<file path="src/rtl/ppes_pkg.sv">
package ppes_pkg;

   localparam int KeyWidth = 32;
   localparam int PrioWidth = 16;
   localparam int RepWidth = 16;
   localparam int TimeWidth = 32;
   localparam int ActWidth = 16;
   localparam int WordWidth = 32;
   localparam int StatusWidth = 3;

   localparam logic [1:0] OpSchedule = 2'd0;
   localparam logic [1:0] OpUnschedule = 2'd1;
   localparam logic [1:0] OpTick = 2'd2;

   localparam logic [2:0] StAdded = 3'd0;
   localparam logic [2:0] StUpdated = 3'd1;
   localparam logic [2:0] StFull = 3'd2;
   localparam logic [2:0] StRemoved = 3'd3;
   localparam logic [2:0] StNotFound = 3'd4;
   localparam logic [2:0] StFired = 3'd5;
   localparam logic [2:0] StTickDone = 3'd6;

   typedef struct packed {
      logic                 valid;
      logic [KeyWidth-1:0]  key;
      logic [PrioWidth-1:0] prio;
      logic [RepWidth-1:0]  repeats;
      logic [TimeWidth-1:0] period;
      logic [TimeWidth-1:0] remaining;
      logic [ActWidth-1:0]  action;
      logic [WordWidth-1:0] word;
   } entry_type;

   // Command broadcast from the sequencer to every cell for one cycle.  During a
   // tick scan the fresh entry carries the aged or reloaded head entry.
   typedef struct packed {
      logic                 insert;
      logic                 remove;
      logic                 update;
      logic                 scan;
      logic [KeyWidth-1:0]  key;
      entry_type            fresh;
   } cmd_type;

endpackage

</file>
<file path="src/rtl/ppes_cell.sv">
module ppes_cell (
   input  logic                clock,
   input  logic                reset,
   input  ppes_pkg::cmd_type   cmd,
   input  ppes_pkg::entry_type left_entry,
   input  logic                left_precedes,
   input  logic                left_gone,
   input  ppes_pkg::entry_type right_entry,
   input  logic                tail,
   output ppes_pkg::entry_type entry,
   output logic                precedes,
   output logic                gone,
   output logic                key_hit
);
   import ppes_pkg::*;

   entry_type entry_ff, entry_in;

   assign entry = entry_ff;
   assign key_hit = entry_ff.valid && (entry_ff.key == cmd.key);
   // This cell precedes the new entry: it keeps its place on insertion.
   assign precedes = entry_ff.valid &&
      ($signed(entry_ff.prio) >= $signed(cmd.fresh.prio));
   // From the removed entry onwards every cell closes the gap.
   assign gone = left_gone || (cmd.remove && key_hit);

   always_comb begin
      entry_in = entry_ff;
      if (cmd.update && key_hit) begin
         entry_in.action = cmd.fresh.action;
         entry_in.word = cmd.fresh.word;
      end else if (cmd.insert && !precedes) begin
         entry_in = left_precedes ? cmd.fresh : left_entry;
      end else if (cmd.remove && gone) begin
         entry_in = right_entry;
      end else if (cmd.scan) begin
         entry_in = tail ? cmd.fresh : right_entry;
      end
   end

   always_ff @(posedge clock) begin
      if (reset) entry_ff.valid <= 1'b0;
      else entry_ff.valid <= entry_in.valid;
      entry_ff.key <= entry_in.key;
      entry_ff.prio <= entry_in.prio;
      entry_ff.repeats <= entry_in.repeats;
      entry_ff.period <= entry_in.period;
      entry_ff.remaining <= entry_in.remaining;
      entry_ff.action <= entry_in.action;
      entry_ff.word <= entry_in.word;
   end
endmodule

</file>
<file path="config.mk">
export PLATFORM = sky130hd
export DESIGN_NAME = ppes_cell
export DESIGN_NICKNAME = d
export VERILOG_FILES = /design/src/rtl/ppes_pkg.sv /design/src/rtl/ppes_cell.sv
export SDC_FILE = /design/constraint.sdc
export NUM_CORES = 1
export LEC_CHECK = 0
export BUFFER_PORTS_ARGS = -buffer_cell sky130_fd_sc_hd__buf_2
export CAP_MARGIN = 10
export CORE_AREA = 2 2 292 294
export DETAILED_ROUTE_END_ITERATION = 7
export DIE_AREA = 0 0 294 296
export GPL_TIMING_DRIVEN = 0
export HOLD_SLACK_MARGIN = 0.12
export RECOVER_POWER = 50
export SYNTH_ARGS = -nofsm -noshare
export SYNTH_HDL_FRONTEND = slang
export SYNTH_SLANG_ARGS = --single-unit
</file>
<file path="constraint.sdc">
create_clock -name clock -period 12.79 [get_ports clock]
set_clock_uncertainty 0.05 [all_clocks]
set_input_delay 1.279 -clock clock [delete_from_list [all_inputs] [get_ports clock]]
set_output_delay 1.279 -clock clock [all_outputs]
set_load 0.02 [all_outputs]
</file>
Yosys cells after proc, flatten, opt, wreduce, memory -nomap -nowiden --
Cells that the tools add are included.
Storage, ports and cells: register bits 177, bits in latches 0, RAM bits 0, memory bits (read-only) 0, output and inout bits 180, logic and storage cells 28, memories kept 0
Operators by class: add/subtract/negate cells 0, multipliers 0, div/mod/pow operators 0, $lt $le $gt $ge 1, equal/unequal tests 1, shift operators 0, muxes and demuxes 6, bitwise logic cells 1, reductions and logical operators 11
Operators by type and width (count):
- $mux W177 | 5
- $mux W48 | 1
- $eq A32 B32 Y1 | 1
- $ge A16 B16 Y1 | 1
- $logic_and A1 B1 Y1 | 6
- $reduce_bool A4 Y1 | 1
- $reduce_bool A3 Y1 | 1
- $reduce_and A2 Y1 | 1
- $logic_not A1 Y1 | 1
- $logic_or A1 B1 Y1 | 1
- $not A1 Y1 | 1

Depth between registers and ports, before layout --
Gate-level depths: netlist (run 1).
word-level depth 8, gate-level depth with buffers 11

Worst setup path after synthesis (run 1) --
No wires, ideal clock.
path type in2reg, start in cmd[129] (netlist name), end reg entry_ff, in the netlist entry[100], enable pin, setup time 481 ps, arrival time 5141 ps, required time 12259 ps, slack 7118 ps, stages on the path 9, cells stage by stage inv_1 -> ha_1 -> nor2b_1 -> o211ai_1 -> a2111oi_4 -> a2111o_1 -> a221o_2 -> nand2_1 -> inv_1
Between the ends: longest elaborated chain between the ends 6
Ends and longest elaborated chain:
- start, declared | RTL line ppes_cell.sv:4 | input ppes_pkg::cmd_type cmd,
- $ge A16 B16 Y1 | RTL line ppes_cell.sv:23 | ($signed(entry_ff.prio) >= $signed(cmd.fresh.prio));
- $logic_and A1 B1 Y1 | RTL line ppes_cell.sv:22 | assign precedes = entry_ff.valid &&
- $logic_not A1 Y1 | RTL line ppes_cell.sv:32 | end else if (cmd.insert && !precedes) begin
- $logic_and A1 B1 Y1 | RTL line ppes_cell.sv:32
- $reduce_bool A3 Y1 (no source line)
- $reduce_and A2 Y1 (no source line)
- end, declared | RTL line ppes_cell.sv:17 | entry_type entry_ff, entry_in;
Every way passes these cells. A chain may end at the register's enable or synchronous reset.

Worst setup path in the final report (run 1) --
start in cmd[177] (netlist name), end reg entry_ff, in the netlist entry[76], enable pin
Between the ends: longest elaborated chain between the ends 7
Ends and longest elaborated chain:
- $eq A32 B32 Y1 (*) | RTL line ppes_cell.sv:20 | assign key_hit = entry_ff.valid && (entry_ff.key == cmd.key);
- $logic_and A1 B1 Y1 (*) | RTL line ppes_cell.sv:20
- $logic_and A1 B1 Y1 | RTL line ppes_cell.sv:25 | assign gone = left_gone || (cmd.remove && key_hit);
- $logic_or A1 B1 Y1 | RTL line ppes_cell.sv:25
- $logic_and A1 B1 Y1 | RTL line ppes_cell.sv:34 | end else if (cmd.remove && gone) begin
- $reduce_bool A3 Y1 (no source line)
- $reduce_and A2 Y1 (no source line) (*)
Mark *: on every way between the ends. The rest lies on a longest branch, timed or not.

==> results of run 1 <==
==> cell usage after synthesis (all sizes together) (2+ instances only) <==
library cell,n,share of area
a41oi,2,0.0017
nand3,2,0.00098
inv,20,0.0074
mux2,47,0.052
o31ai,2,0.0015
o22a,129,0.11
edfxtp,176,0.52
xor2,14,0.012
a21oi,7,0.0046
and2,2,0.0015
o22ai,48,0.030
a211o,2,0.0017
o211ai,2,0.0020
nor2,9,0.0033
a31oi,2,0.0012
xnor2,18,0.016
nand2,7,0.0026
ha,16,0.020
nand4,7,0.0049
a2bb2oi,48,0.041
o21ai,7,0.0038
nor2b,2,0.0012
clkbuf,20,0.0074
nor4,4,0.0025
buf,48,0.037
and4,4,0.0036
a2111oi,2,0.0042
o21a,129,0.095
==> path summary, 6_finish.rpt <==
path / endpoint / slack (ps) / cells past startpoint
setup reg to reg: entry[76] / 5170 / 10
hold reg to reg: entry[176] / 710 / 3
setup / recovery: entry[76] / 4750 / 11
hold / removal: entry[176] / 710 / 3
==> critical path, stage by stage <==
cell,delay (ps)
buf_2,100
xnor2_1,780
nand4_1,180
nor4_1,330
clkbuf_1,530
and4_1,390
inv_1,190
clkbuf_1,370
nand2_1,220
clkinvlp_2,2590
buf_16,1040
==> cell families (layout without fill, tap and decap cells) <==
group | count (synthesis) | after routing | synth area share
adders and majority gates | 16 | 16 | 0.0197
DFF | 177 | 177 | 0.522
and+or+nand+nor | 42 | 42 | 0.0244
xor gates and xnor gates | 32 | 32 | 0.0276
buffers and inverters | 88 | 872 | 0.0518
other | 0 | 10 | 0
muxes | 48 | 48 | 0.0530
AOI/OAI and AO/OA | 384 | 384 | 0.302
==> per-stage QoR <==
step | hold WS (ps) | instances | setup WS [ps]
CTS | 731 | 2661 | 7550
floorplan | 655 | 787 | 7120
finish | 715 | 2671 | 4750
detailed placement | 721 | 2631 | 7010
global placement | 705 | 2627 | 2980
global route | 753 | 2664 | 4220
==> power groups by stage <==
stage / sequential [W] / combinational [W] / clock, W
after floorplan: 0.00110 / 0.000403 / 0
after global placement: 0.000926 / 0.00105 / 0
after detailed placement: 0.000919 / 0.00106 / 0
after CTS: 0.000910 / 0.00107 / 0.000616
after global routing: 0.000930 / 0.00108 / 0.000629
final: 0.000915 / 0.00100 / 0.000591
==> area by class of cell <==
cell class                      count  area share
Sequential cell                   177       0.337
Multi-Input combinational cell    522       0.276
Timing Repair Buffer              754       0.227
Tap cell                         1090      0.0867
Buffer                             68      0.0287
Clock buffer                       17      0.0270
Clock inverter                     13      0.0111
Inverter                           20     0.00485
Antenna cell                       10     0.00159
==> layout by cell type, fill, tap and decap left out, drive strengths merged, types with 9 or more instances in the layout <==
| cell | instances |
|---|---|
| a2bb2oi | 48 |
| buf | 622 |
| clkbuf | 217 |
| diode | 10 |
| edfxtp | 176 |
| ha | 16 |
| inv | 25 |
| mux2 | 47 |
| nor2 | 9 |
| o21a | 129 |
| o22a | 129 |
| o22ai | 48 |
| xnor2 | 18 |
| xor2 | 14 |
==> metal layers <==
layer  routed length [µm]  up-vias
li1                     -     4791
met3                 5330       80
met2                29800      610
met1                27400     4924
met4                 1590        6
met5                   34        -
==> results.md, run 1 <==
* Largest net degree at the start of global routing at 70
* Die H at 296 µm
* Initial Util at 0.121
* Routed WL at 64.2 mm
* CP arrival at 8170 ps
* Critical R2R Launch: entry[148]
* Hold_buf cts at 0
* Post-CTS Setup Inserts at 0
* Crit path required time at 12920 ps
* Area delta synth->final at 54.8%
* Flop pwr share at 0.365
* Relative slew slack at -1.35
* Initial antenna violation count at 32
* Critical path origin: cmd[177]
* Core ar. at 0.0842 mm²
* Crit. End Element: flip-flop
* Clk network pwr share at 0.235
* Post-DRT Antenna Nets at 0
* Initial DRC Count at 512
* Slew Limit Fails at 95
* Crit start category: input port
* Worst-Margin Slew at 3500 ps
* Die ar. at 0.0870 mm²
* Status: finished, violations left
* Overall power at 0.00251 W
* Global-route wire length before repair at 82.0 mm
* Placer Congestion at 0.893
* Met2 Resource Use GR at 0.232
* Via/cell ratio at 3.90
* Violated checks: capacitance limit, slew limit
* Initial DRT Pass Iterations at 6
* GRT met1 Usage at 0.175
* Clock slew at reported path FFs at 70 ps
* Layout net count at 2148
* CP Class: in -> reg
* Ys async rst share at 0
* Die Span X at 294 µm
* Congestion Overflow GR at 0
* Part of the cycle the worst path needs at 0.628
* Share of cells above drive strength 1 at 0.453
* Flip-flop count of the largest register after layout at 177
* HPWL after DPL at 54.1 mm
* Port Buffers at 750
* Syn nets at 1375
* CTS Buf Count at 17
* Unique masters post-synth at 51
* Fill cell count at 9468
* All-Layer GR Usage at 0.141
* Dpl cell area at 0.0154 mm²
* Avg Cell Area, Syn at 12.9 µm²
* Synthesis Warnings at 0
* Resize count post-CTS at 0
* Number of global-route vias before repair at 10300
* Switching fraction of total power at 0.398
* Design Area, Final at 0.0157 mm²
* Sequential Area at 0.00531 mm²
* Maximum VDD drop at 0.104 mV
* #FFs+latches synth at 177
* Met3 GRT Util at 0.0406
* Critical-path maximum fanout at 69
* Routed via count at 10400
* Max frequency at 124 MHz
* Grt peak-use layer: met2
* DRC Markers at 0
* I/O Pins at 752
* CTS sink count at 177
* Routed wirelength normalized by instance count at 24.0 µm
* Int Power at 0.00151 W
* Synth Instances at 787
* Combinational power share at 0.400
* Min Tclk post-route at 8040 ps
* Final design utilization at 0.187
* TritonCTS clock tree: yes
* # setup viols final at 0
* HP Class: reg -> reg
* H-tree levels at 4
* Hold path startpoint: entry[176]
* Setup Total Neg Slack at 0 ps
* Post-synth EDFFs at 176
* Maximum clock insertion buffer count at 2
* Power Dens Cells at 159 mW/mm²
* RSZ-0062 raised after global routing: no
* Max Cap Viol at 2
* Site Rows at 107
* Top_reg_cell synth: edfxtp_1
* Root Driver: clkbuf_16
* Hold Fails Final Rpt at 0
* Net Sw Power at 0.000997 W
* Sequential area share after synthesis at 0.522
* Mapped cell area at 0.0102 mm²
* Clk Latency, worst-skew pair at 530 ps
* Leakage at 6.16 nW
* Area of the multi-input gates at 0.00434 mm²
Power figures use the tool's default switching activity.
==> run 2, diff against run 1 <==
ABC_AREA = 1   (was unset)
CORE_AREA = 2 2 291 293   (was 2 2 292 294)
DIE_AREA = 0 0 293 295   (was 0 0 294 296)
clock period = 7.45 ns   (was 12.79 ns; I/O delays follow)
==> run 2 against run 1 <==
The run now ends clean. Clock-buffer cell count is 1 higher. Clock power is 78% higher. Sequential share of layout area is 4.9 points lower. Cell area is 17% higher. Combinational power is 25% higher. Critical endpoint is now entry[45]. Largest cell class is now multi-input gates.
==> results.md, run 2 <==
* # setup viols final at 0 (unchanged)
* Fill cell count at 9446 (-0.23%)
* Post-DRT Antenna Nets at 0 (unchanged)
* Worst hold stages at 4 (+1)
* Placed Cells at 3619 (+38%)
* Final worst slack at 2060 ps (-2690 ps)
* Setup Total Neg Slack at 0 ps (unchanged)
* Synth Instances at 1787 (+130%)
* Max Cap Viol at 0 (-2)
* Syn nets at 2375 (+73%)
* Post-Place Setup Slack at 2540 ps (-4460 ps)
* Resize count post-CTS at 0 (unchanged)
* Power Dens Cells at 200 mW/mm² (+25%)
* Initial antenna violation count at 21 (-34%)
* Crit. End Element: flip-flop
* Area delta synth->final at 43.2%
* Design Area, Final at 0.0184 mm² (+17%)
* R2R depth at 10 (unchanged)
* Initial DRT Pass Iterations at 5 (-1)
* Maximum VDD drop at 0.176 mV (+69%)
* Worst-Margin Slew at 1300 ps (-2210 ps)
* Synthesis Warnings at 0 (unchanged)
* Flip-flop count of the largest register after layout at 177 (unchanged)
* Hold_buf cts at 0 (unchanged)
* Slew Limit Fails at 0 (-100%)
* Die H at 295 µm (-0.34%)
* Relative slew slack at 0.136 (+1.48)
* DRC Markers at 0 (unchanged)
* Dominant cell type by area after synthesis: edfxtp_1
* FF-to-FF setup slack at 2060 ps (-3110 ps)
* Hold Crit Endpoint: entry[176]
* Post-synth EDFFs at 176 (unchanged)
* Initial Util at 0.155 (+0.0339)
* Number of global-route vias before repair at 15300 (+48%)
* Routed WL at 77.8 mm (+21%)
* Share of cells above drive strength 1 at 0.256 (-0.198)
* Crit start category: flip-flop
* Unique masters post-synth at 30 (-41%)
* Placer Congestion at 0.950 (+6.3%)
* Die Span X at 293 µm (-0.34%)
* HPWL after DPL at 63.6 mm (+18%)
* CTS sink count at 177 (unchanged)
* Layout net count at 3146 (+46%)
* Via/cell ratio at 4.43 (+14%)
* Part of the cycle the worst path needs at 0.723
* Maximum clock insertion buffer count at 2 (unchanged)
* H-tree levels at 4 (unchanged)
* Site Rows at 106 (-0.93%)
* Congestion Overflow GR at 0 (unchanged)
* Routed wirelength normalized by instance count at 21.2 µm (-12%)
* Critical-path maximum fanout at 48 (-30%)
* CP Class: reg -> reg
* Hold path startpoint: reset
* Crit path required time at 7390 ps (-5530 ps)
* Global-route wire length before repair at 106 mm (+29%)
* Crit-path leading delay family: simple AND/OR/NAND/NOR gates
* Top cells by count, synth: nand2_1, inv_1, o21ai_0
* Dpl cell area at 0.0180 mm² (+17%)
* CTS Buf Count at 17 (unchanged)
* Root Driver: clkbuf_16
* CP cell instances: ha_1, nand4_1, nor2_1, nand4_1, nand3_1, nand2_1, nand2_1, clkbuf_1, buf_2, nand3_4
* Clk Latency, worst-skew pair at 520 ps (about the same)
* Port Buffers at 750 (unchanged)
* CP max stage cell: clkbuf_1
* Status: complete, no violations
* Initial DRC Count at 1068 (+110%)
* Most frequent cells in the layout: buf_2, nand2_1, clkbuf_1, o21ai_0, inv_1
* Reg-to-reg endpoint: entry[45]
* Yosys top cell area share at 0.411 (-0.109)
* Leakage at 8.76 nW (+42%)
* CP Buf/Inv Count at 2 (-4)
* Clock slew at reported path FFs at 90 ps (+20 ps)
* Hold Fails Final Rpt at 0 (unchanged)
* Max frequency at 186 MHz
* Core ar. at 0.0832 mm² (-1.2%)
* Post-CTS Setup Inserts at 0 (unchanged)
* HP Class: in -> reg
* TritonCTS clock tree: yes
* #FFs+latches synth at 177 (unchanged)
* Mapped cell area at 0.0129 mm² (+26%)
* Fin cells at 3661 (+37%)
* I/O Pins at 752 (unchanged)
* RSZ-0062 raised after global routing: no
* All-Layer GR Usage at 0.172 (+0.0308)
* Top_reg_cell synth: edfxtp_1
* Routed via count at 16200 (+56%)
* Critical R2R Launch: entry[143]
* Largest net degree at the start of global routing at 107 (+53%)
* Avg Cell Area, Syn at 7.19 µm² (-44%)
* Overall power at 0.00368 W (+47%)
* Ys async rst share at 0 (unchanged)
* Largest cells by area after synthesis: edfxtp_1, nand2_1, o21ai_0, o22ai_1, inv_1
* Die ar. at 0.0864 mm² (-0.68%)
* Top-count cell post-synth: nand2_1
* Sequential area share after synthesis at 0.413 (-0.109)
* Max stage delay on crit path at 1020 ps (-1570 ps)
* Most common cell after layout, fill and taps aside: buf_2
* Min Tclk post-route at 5390 ps
* CP arrival at 5320 ps (-2850 ps)
## run 2: layout make-up
type,count,area (µm²),share of cell area
Inverter,203,769,0.0418
Tap cell,1080,1350,0.0734
Antenna cell,10,25.0,0.00136
Buffer,119,576,0.0313
Sequential cell,177,5310,0.288
Clock inverter,14,186,0.0101
Multi-Input combinational cell,1288,6200,0.337
Timing Repair Buffer,752,3570,0.194
Clock buffer,18,429,0.0233
## run 2: cells by family (layout without fill, tap and decap cells)
kind of cell	Yosys count	count (layout)	synth area share
multiplexers	49	49	0.0382
AO/OA/AOI/OAI	400	400	0.169
XOR/XNOR	9	9	0.00613
buffers and inverters	322	1106	0.105
adder cells (fa/ha/maj)	16	16	0.0156
other	0	10	0
AND/OR/NAND/NOR	814	814	0.254
flip-flops	177	177	0.413
## run 2: how the worst max path moves through the flow
stage | from | depth (start not counted) | endpoint
floorplan | cmd[143] | 14 | entry[100]
global placement | cmd[131] | 19 | entry[48]
detailed placement | cmd[143] | 12 | entry[39]
CTS | entry[143] | 10 | entry[39]
global route | entry[143] | 12 | entry[37]
finish | entry[143] | 10 | entry[45]
## run 2: per-stage QoR
| stage | util | hold WS [ps] |
|---|---|---|
| after global placement | 0.216 | 648 |
| after detailed placement | 0.217 | 640 |
| after floorplan | - | 602 |
| after CTS | 0.224 | 363 |
| after global routing | 0.221 | 390 |
| final | 0.221 | 414 |
## run 2: metal layers
metal | wire length, µm | global-route usage | vias to the layer above
li1 | - | - | 7560
met1 | 31800 | 0.212 | 7581
met2 | 37000 | 0.289 | 916
met3 | 6240 | 0.0377 | 140
met4 | 2740 | 0.0712 | 12
met5 | 89 | 0 | -
## run 2: tightest hold or removal path, stage by stage
cell and delay, ps:
buf_2 80, inv_1 40, nand2_1 60, nor2_1 30
## run 2: power breakdown
part / switching, W / internal (W) / leakage [nW]
sequential: 0.0000797 / 0.00130 / 1.82
combinational: 0.000867 / 0.000387 / 6.64
clock: 0.000485 / 0.000561 / 0.304
